[src/hdl/oues_pkg.sv]
// Shared types, constants and fixed-point helpers for the active OU particle step block.
// Used by oues_cfg and active_ou_particle_euler_step; depends on nothing else.
`timescale 1ns / 1ps
`default_nettype none

package oues_pkg;

  localparam int unsigned MAX_PARTICLES_DEF = 1024;
  localparam int unsigned MAX_AXES_DEF = 4;

  localparam int unsigned CFG_IDX_W = 3;
  localparam int unsigned CFG_DATA_W = 31;

  typedef enum logic [CFG_IDX_W-1:0] {
    CFG_FORCE_GAIN    = 3'd0,
    CFG_THERMAL_GAIN  = 3'd1,
    CFG_OU_DECAY      = 3'd2,
    CFG_OU_NOISE_GAIN = 3'd3,
    CFG_INV_DT        = 3'd4,
    CFG_ACTIVE_ON     = 3'd5,
    CFG_THERMAL_ON    = 3'd6
  } cfg_idx_e;

  localparam logic [30:0] FORCE_GAIN_RST = 31'd655;
  localparam logic [30:0] THERMAL_GAIN_RST = 31'd0;
  localparam logic [16:0] OU_DECAY_RST = 17'd655;
  localparam logic [30:0] OU_NOISE_GAIN_RST = 31'd0;
  localparam logic [30:0] INV_DT_RST = 31'd6553600;

  localparam logic CMD_LOAD = 1'b0;
  localparam logic CMD_STEP = 1'b1;

  // 10000.0 in Q16.16.
  localparam logic signed [31:0] FORCE_LIMIT = 32'sd655360000;

  typedef struct packed {
    logic [30:0] force_gain;
    logic [30:0] thermal_gain;
    logic [16:0] ou_decay;
    logic [30:0] ou_noise_gain;
    logic [30:0] inv_dt;
    logic        active_on;
    logic        thermal_on;
  } cfg_t;

  // Round to nearest with ties toward plus infinity, then drop k fraction bits.
  function automatic logic signed [63:0] rnd_shift(input logic signed [63:0] x,
                                                   input int unsigned k);
    logic signed [63:0] half;
    half = 64'sd1 <<< (k - 1);
    return (x + half) >>> k;
  endfunction

  function automatic logic signed [31:0] sat32(input logic signed [63:0] x);
    logic signed [31:0] r;
    if (x > 64'sd2147483647) begin
      r = 32'sh7fffffff;
    end else if (x < -64'sd2147483648) begin
      r = 32'sh80000000;
    end else begin
      r = x[31:0];
    end
    return r;
  endfunction

endpackage

`default_nettype wire

[src/hdl/oues_cfg.sv]
// Configuration register file for the active OU particle step block.
// Depends on oues_pkg for the register indexes, reset values and cfg_t.
`timescale 1ns / 1ps
`default_nettype none

module oues_cfg
  import oues_pkg::*;
(
  input  wire logic                  clk_i,
  input  wire logic                  rst_ni,
  input  wire logic                  cfg_we_i,
  input  wire logic [CFG_IDX_W-1:0]  cfg_idx_i,
  input  wire logic [CFG_DATA_W-1:0] cfg_wdata_i,
  output cfg_t                       cfg_o
);

  cfg_t cfg_q;

  always_ff @(posedge clk_i or negedge rst_ni) begin
    if (!rst_ni) begin
      cfg_q.force_gain    <= FORCE_GAIN_RST;
      cfg_q.thermal_gain  <= THERMAL_GAIN_RST;
      cfg_q.ou_decay      <= OU_DECAY_RST;
      cfg_q.ou_noise_gain <= OU_NOISE_GAIN_RST;
      cfg_q.inv_dt        <= INV_DT_RST;
      cfg_q.active_on     <= 1'b0;
      cfg_q.thermal_on    <= 1'b0;
    end else if (cfg_we_i) begin
      case (cfg_idx_i)
        CFG_FORCE_GAIN:    cfg_q.force_gain    <= cfg_wdata_i;
        CFG_THERMAL_GAIN:  cfg_q.thermal_gain  <= cfg_wdata_i;
        CFG_OU_DECAY:      cfg_q.ou_decay      <= cfg_wdata_i[16:0];
        CFG_OU_NOISE_GAIN: cfg_q.ou_noise_gain <= cfg_wdata_i;
        CFG_INV_DT:        cfg_q.inv_dt        <= cfg_wdata_i;
        CFG_ACTIVE_ON:     cfg_q.active_on     <= cfg_wdata_i[0];
        CFG_THERMAL_ON:    cfg_q.thermal_on    <= cfg_wdata_i[0];
        default: begin
        end
      endcase
    end
  end

  assign cfg_o = cfg_q;

endmodule

`default_nettype wire

[config.mk]
export PLATFORM = sky130hd
export DESIGN_NAME = oues_cfg
export DESIGN_NICKNAME = d
export VERILOG_FILES = /design/src/hdl/oues_pkg.sv /design/src/hdl/oues_cfg.sv
export SDC_FILE = /design/constraint.sdc
export NUM_CORES = 1
export LEC_CHECK = 0
export BUFFER_PORTS_ARGS = -buffer_cell sky130_fd_sc_hd__buf_4
export CORE_MARGIN = 2
export CORE_UTILIZATION = 40
export CTS_CLUSTER_DIAMETER = 200
export DETAILED_ROUTE_END_ITERATION = 12
export GPL_ROUTABILITY_DRIVEN = 0
export PLACE_DENSITY = 0.71
export SETUP_SLACK_MARGIN = 0.3
export SLEW_MARGIN = 40
export SYNTH_ARGS = -nofsm -noshare
export SYNTH_HDL_FRONTEND = slang
export SYNTH_SLANG_ARGS = --single-unit
[constraint.sdc]
create_clock -name clk_i -period 1.25 [get_ports clk_i]
set_clock_uncertainty 0.2 [all_clocks]
set_input_delay 0.0625 -clock clk_i [delete_from_list [all_inputs] [get_ports clk_i]]
set_output_delay 0.0625 -clock clk_i [all_outputs]
set_load 0.05 [all_outputs]
# [Word level (Yosys, flattened, before mapping)]
# Index checks and enable logic that the tools add are counted.
[totals] reg_bits=143 input_bits=37
[classes] n_eq_ne=6 n_reduce_logical=8
[ops] cell="$reduce_and A2 Y1" n=7
[ops] cell="$eq A3 B3 Y1 const B" n=3
[ops] cell="$eq A3 B2 Y1 const B" n=2
[ops] cell="$eq A3 B1 Y1 const B" n=1
[ops] cell="$logic_not A3 Y1" n=1

# [Longest topological paths before layout]
# Gate-level depths: netlist of run 1.
[logic_depth] ltp_word=2 depth_mapped=4 ltp_nobuf=2

# [Worst setup path before layout of run 1]
# No wires, ideal clock.
[synth_path] path_kind="input port to flip-flop" from="input port cfg_idx_i[0]" to="register cfg_q, in the netlist cfg_o[70]" arrival_ns=0.961 required_ns=0.925 setup_slack_ns=-0.036 stages=4 n_path_buf=2 path_cell_list="nor4bb_1 buf_4 buf_6 mux2_2"
[synth_between] elab_chain_cells=2
[synth_lines] element="from (decl)" line_no="oues_cfg.sv:12" source="input wire logic [CFG_IDX_W-1:0] cfg_idx_i,"
[synth_lines] element="$eq A3 B2 Y1" line_no="oues_cfg.sv:29" source="case (cfg_idx_i)"
[synth_lines] element="$reduce_and A2 Y1 (no line)"
[synth_lines] element="to (decl)" line_no="oues_cfg.sv:17" source="cfg_t cfg_q;"
# No other way between the ends.
# A chain may end at the register's enable or synchronous reset.

# [Final worst setup path of run 1]
[layout_path] from="register cfg_q, in the netlist cfg_o[115]" to="output port cfg_o[115] in the netlist's numbering"
[layout_rtl] element="to (decl)" line_no="oues_cfg.sv:14" source="output cfg_t cfg_o"
# No word-level cell between the ends.

==> results of run 1 <==
[routing by layer]
layer | vias up | track usage (%)
li1 | 1739 | -
met1 | 2041 | 29.6
met2 | 151 | 43.9
met3 | 27 | 8.73
met4 | 0 | 6.54
met5 | - | 0
[layout make-up]
| cell class | instances | area (sq um) | share of cell area (%) |
|---|---|---|---|
| Timing Repair Buffer | 315 | 3690 | 35.4 |
| Sequential cell | 143 | 3680 | 35.2 |
| Multi-Input combinational cell | 150 | 2240 | 21.5 |
| Clock buffer | 17 | 425 | 4.07 |
| Tap cell | 176 | 220 | 2.11 |
| Clock inverter | 15 | 186 | 1.78 |
[power groups by stage]
stage	sequential [mW]	clock, mW	combinational, mW
3_5_place_dp	6.50	0	7.27
5_1_grt	6.89	5.52	9.91
2_1_floorplan	10.1	0	1.31
6_report	6.81	5.24	9.61
3_3_place_gp	6.47	0	7.17
4_1_cts	6.69	5.29	8.82
[how the worst min path moves through the flow]
stage	cells past startpoint	to	from
final	1	cfg_o[3]	rst_ni
after global routing	1	cfg_o[62]	rst_ni
after CTS	1	cfg_o[3]	rst_ni
after detailed placement	1	cfg_o[62]	rst_ni
after global placement	1	cfg_o[142]	rst_ni
after floorplan	0	cfg_o[0]	rst_ni
[metrics by stage]
stage | setup slack (ps) | TNS (ps) | utilization [%] | hold slack [ps]
4_1_cts | -162 | -4000 | 74.8 | -696
3_5_place_dp | -260 | -28550 | 57.0 | -241
5_1_grt | -182 | -7040 | 78.9 | -686
3_3_place_gp | -235 | -26240 | 57.0 | -246
2_1_floorplan | -22.3 | -246 | - | -433
6_report | -153 | -3030 | 78.9 | -689
[Yosys cell counts]
| master | instances | area share [%] |
|---|---|---|
| nor4b_4 | 1 | 0.44 |
| buf_2 | 3 | 0.28 |
| and4bb_2 | 1 | 0.23 |
| buf_4 | 7 | 0.97 |
| nor4bb_1 | 1 | 0.19 |
| dfrtp_1 | 128 | 59 |
| mux2_2 | 136 | 28 |
| mux2_1 | 7 | 1.5 |
| and4bb_1 | 1 | 0.23 |
| buf_6 | 4 | 0.83 |
| nand4b_1 | 3 | 0.49 |
| dfstp_2 | 15 | 7.3 |
[repair_timing]
| item | CTS | global route |
|---|---|---|
| hold endpoints to repair | 286 | 145 |
| pin swaps | 2 | 2 |
| cloned | 8 | 0 |
| resized for setup | 254 | 68 |
| endpoints found under the setup margin | 286 | 286 |
| buffers inserted | 41 | 37 |
[cells by family (layout without fill, tap and decap cells)]
kind of cell           count (synthesis)  in the layout  share of synthesized area [%]
flip-flops                           143            143                           66.6
AND/OR/NAND/NOR                        7              7                           1.57
multiplexers                         143            143                           29.8
buffers and inverters                 14            347                           2.08
==> flow_summary.yaml, run 1 <==
final_layout:
  n_antenna_cell: 0
  fillCellCount: 688
  mostFrequentLayoutCells: "buf_6, mux2_4, dfrtp_2, dfrtp_1, buf_4"
  fin_cells: 816
  fin_area_sq_mm: 0.0104
  area_growth_pct: 93.3
  largest_reg_flops: 143
  finalNetCount: 664
  drive_above_1_share_pct: 84.7
  final_common_cell: "buf_6"
run_status:
  status: "complete, but fails checks"
  violations: "negative hold slack, negative setup slack"
drt:
  ant_nets: 0
  drt-initial-drc-count: 220
  drc_errors: 0
  wl_met3_microns: 1190
  via_count: 3958
  via_per_inst: 4.85
  dr.max_layer_used: "met4"
  route.met2.wl_microns: 9750
  met1Wirelength_microns: 7160
  routed_wl_microns: 18300
  drt-pass1-iter-count: 4
  wl_per_cell_microns: 22.5
power_and_ir_drop:
  clkPwrFrac_pct: 24.2
  switching_share_pct: 37.7
  p_sw_mw: 8.16
  p_leak_nw: 4.92
  total_power_mw: 21.7
  powerDensity_mw_per_mm2: 2070
  internal_power_mw: 13.5
  pwr-share-comb_pct: 44.4
  pwr-share-seq_pct: 31.4
  ir_drop_v: 0.00130
sta:
  slew_headroom_pct: 79.5
  tightest_slew_ps: 308
  finalSetupViolCount: 96
  period_minus_slack_ps: 1400
  finalHoldViolCount: 145
  hold_ws_ps: -689
  fin_crit_sh_pct: 112
  maxClockFrequency_ghz: 0.713
  finalWorstSetupSlack_ps: -153
  rsz0062_at_grt: "yes"
  drv_slew: 0
clocking:
  cts_made_buffers: 17
  cts_tree: "built"
  clock_sinks: 143
  root_buffer: "clkbuf_16"
  clk_latency_ps: 420
  h-tree-depth: 4
  cts_hold_buf: 31
  clockBufferDepth: 2
  cts.clk_slew.worst_paths_ps: 70
place:
  io_buffers: 179
  placed_area_sq_mm: 0.00755
  place_hpwl_microns: 9390
  dp_cells: 667
critical_path:
  r2r_end: "cfg_o[18]"
  crit_start: "cfg_o[115]"
  ff2ff_setup_slack_ps: 10
  cpMaxStageDelayCell: "dfstp_2"
  worstPathRequired_ps: 990
  cp_top_family: "flip-flops"
  r2r-start: "cfg_o[18]"
  path_depth: 1
  worstPathMaxFanout: 2
  criticalPathCategory: "reg2out"
  crit_path_start_kind: "flop"
  arrival_ps: 1140
  worstRegToRegCells: 3
  cp_cell_sequence: "buf_8"
  path_buf_inv: 1
  end_kind: "output port"
  crit_end: "cfg_o[115]"
  slowest_delay_ps: 560
synth:
  yosys_register_bits: 143
  yosys_warnings: 0
  syn_nets: 344
  netlist_area_sq_mm: 0.00541
  ys_seq_area_share_pct: 66.6
  post_synth.cell_area_avg_sq_um: 17.6
  syn_inst: 307
  yosysUniqueCellTypes: 12
die:
  die_y_microns: 120
  ios: 180
  fp-row-count: 42
  die-area_sq_mm: 0.0145
  core_area_sq_mm: 0.0132
  die_w_microns: 120
  start_util_pct: 40.8
global_routing:
  antenna_found_initial: 0
  overflow: 0
  grt_pass1_vias: 4501
  gr-usage-all-layers_pct: 25.1
  grt_first_pass_wirelength_microns: 26800
  grt_max_degree: 39
worst_hold_path:
  hold_path_class: "in2async"
job:
  max_cap_viol_count: 0
Note: power is estimated with default switching activity, not from simulation.
==> inputs of run 2 (changes only) <==
--- a/config.mk
+++ b/config.mk
@@ -5,13 +5,14 @@
 export SDC_FILE = /design/constraint.sdc
 export NUM_CORES = 1
 export LEC_CHECK = 0
+export ABC_AREA = 1
 export BUFFER_PORTS_ARGS = -buffer_cell sky130_fd_sc_hd__buf_4
 export CORE_MARGIN = 2
 export CORE_UTILIZATION = 40
 export CTS_CLUSTER_DIAMETER = 200
 export DETAILED_ROUTE_END_ITERATION = 12
 export GPL_ROUTABILITY_DRIVEN = 0
-export PLACE_DENSITY = 0.71
+export PLACE_DENSITY = 0.7
 export SETUP_SLACK_MARGIN = 0.3
 export SLEW_MARGIN = 40
 export SYNTH_ARGS = -nofsm -noshare
==> flow_summary.yaml, run 2 <==
run_status:
  status: "complete, but fails checks"
  violations: "negative hold slack, negative setup slack"
clocking:
  root_buffer: "clkbuf_16"
  h-tree-depth: 4
  clockBufferDepth: 2
  clock_sinks: 143
  cts_hold_buf: 32
  cts.clk_slew.worst_paths_ps: 60
  cts_tree: "built"
  cts_made_buffers: 17
  clk_latency_ps: 410
sta:
  drv_slew: 0
  hold_ws_ps: -568
  finalWorstSetupSlack_ps: -139
  finalSetupViolCount: 48
  tightest_slew_ps: 409
  fin_crit_sh_pct: 111
  maxClockFrequency_ghz: 0.720
  tns_ps: -2070
  finalHoldViolCount: 178
  rsz0062_at_grt: "yes"
  slew_headroom_pct: 72.7
  period_minus_slack_ps: 1390
final_layout:
  final_core_util_pct: 64.8
  mostFrequentLayoutCells: "nand2_1, dfrtp_2, buf_6"
  drive_above_1_share_pct: 48.4
  final_common_cell: "nand2_1"
  fillCellCount: 1129
  fin_area_sq_mm: 0.00931
  n_antenna_cell: 0
  finalNetCount: 902
  largest_reg_flops: 143
  area_growth_pct: 60.3
critical_path:
  path_buf_inv: 1
  worstPathMaxFanout: 2
  ff2ff_setup_slack_ps: 270
  slowest_delay_ps: 560
  worstPathRequired_ps: 990
  cp_top_family: "flip-flops"
  end_kind: "output port"
  criticalPathCategory: "reg2out"
  crit_path_start_kind: "flop"
  cpMaxStageDelayCell: "dfstp_2"
  crit_start: "cfg_o[73]"
  r2r-start: "cfg_o[122]"
  cp_cell_sequence: "buf_8"
  arrival_ps: 1130
drt:
  drt-initial-drc-count: 370
  wl_per_cell_microns: 16.7
  drc_errors: 0
  ant_nets: 0
  routed_wl_microns: 17700
  via_count: 5173
  via_per_inst: 4.87
  drt-pass1-iter-count: 5
synth:
  synth_top_flop_cell: "dfrtp_1"
  ys_seq_area_share_pct: 61.9
  post_synth.cell_area_avg_sq_um: 9.19
  netlist_area_sq_mm: 0.00581
  yosys_warnings: 0
  yosys_register_bits: 143
  syn_inst: 632
  yosysMostFrequentCell: "nand2_1"
  synth_top_area_share_pct: 55.1
  synth_area_leader_cell: "dfrtp_1"
  yosys-top-cells-count: "nand2_1, dfrtp_1, nand3_1, buf_6, dfstp_2"
  synth_edf_count: 0
  syn_nets: 669
  async_flop_share_pct: 100
  yosysUniqueCellTypes: 16
  synth_area_leaders: "dfrtp_1, nand2_1, nand3_1"
power_and_ir_drop:
  ir_drop_v: 0.000925
  powerDensity_mw_per_mm2: 2000
  total_power_mw: 18.6
  clkPwrFrac_pct: 28.4
  p_sw_mw: 7.13
  p_leak_nw: 4.67
  pwr-share-comb_pct: 37.0
  internal_power_mw: 11.5
  pwr-share-seq_pct: 34.6
  switching_share_pct: 38.2
place:
  place_hpwl_microns: 11500
  io_buffers: 179
  placed_area_sq_mm: 0.00760
  dp_slack_ps: -44.8
global_routing:
  overflow: 0
  grt_max_degree: 45
  gr-usage-all-layers_pct: 23.4
  antenna_found_initial: 0
  grt_pass1_vias: 5231
  grt_first_pass_wirelength_microns: 28400
die:
  die-area_sq_mm: 0.0155
  core_area_sq_mm: 0.0144
  die_y_microns: 125
  start_util_pct: 40.4
  ios: 180
  fp-row-count: 44
  die_w_microns: 125
job:
  max_cap_viol_count: 0
worst_hold_path:
  hold_path_class: "in2async"
## run 2: cell count changes in the layout (fill, tap and decap cells not counted), sizes merged, moves of 2 or more
| cell | previous run | this run |
|---|---|---|
| inv | 3 | 5 |
| nand3 | 0 | 112 |
| nor2 | 0 | 5 |
| nand2 | 0 | 327 |
| nand4b | 3 | 0 |
| buf | 284 | 222 |
| and4bb | 2 | 0 |
| mux2 | 143 | 0 |
| clkinvlp | 4 | 2 |
| clkbuf | 17 | 22 |
## run 2: worst reg2reg max path, cell delays in order, from the launching register on
cell and delay (ps):
dfrtp_2 410, buf_4 140, nand2_1 50, nand2_1 70
## run 2: per-stage QoR
stage | hold slack, ps | cells
floorplan | -433 | 632
global placement | -295 | 986
detailed placement | -297 | 986
CTS | -222 | 1055
global route | -543 | 1062
finish | -568 | 1062
## run 2: kinds of logic after synthesis
group                  count (synthesis)  synth area share, %
DFF                                  143                 61.9
buffers and inverters                 45                 6.01
and+or+nand+nor                      444                 32.1
## run 2: worst paths after layout
check                                  end  depth (start not counted)
worst max-delay path             cfg_o[73]                          1
worst min register to register  cfg_o[115]                          2
max in group asynchronous       cfg_o[113]                          3
worst max register to register  cfg_o[122]                          3
worst min-delay path             cfg_o[51]                          2
min in group clk_i                cfg_o[0]                          4
## run 2: timing repair
| item | CTS | global route |
|---|---|---|
| resized for setup | 161 | 24 |
| endpoints found under the hold margin | 286 | 155 |
| endpoints found under the setup margin | 143 | 154 |
| pin swaps | 2 | 10 |
| buffers inserted | 5 | 7 |
| gates cloned | 0 | 0 |
## run 2: routing by layer
layer	vias up	GRT usage [%]	routed length (microns)
met4	0	9.12	435
met5	-	0	0
met3	35	7.60	1470
met1	2473	31.1	7540
met2	208	35.7	8270
li1	2457	-	-
## run 2: area by class of cell
class                           count  area, sq um  share of cell area [%]
Sequential cell                   143         3760                    40.3
Clock inverter                     10          134                    1.44
Inverter                            6         25.0                   0.269
Timing Repair Buffer              253         2750                    29.6
Multi-Input combinational cell    444         1930                    20.7
Tap cell                          184          230                    2.47
Clock buffer                       22          484                    5.20
## run 2: power groups by stage
| stage | registers [mW] | clock network [mW] | logic [mW] |
|---|---|---|---|
| finish | 6.44 | 5.30 | 6.90 |
| global route | 6.55 | 5.57 | 7.23 |
| CTS | 6.42 | 5.36 | 6.77 |
| detailed placement | 6.29 | 0 | 6.02 |
| global placement | 6.29 | 0 | 5.95 |
| floorplan | 9.36 | 0 | 0.856 |
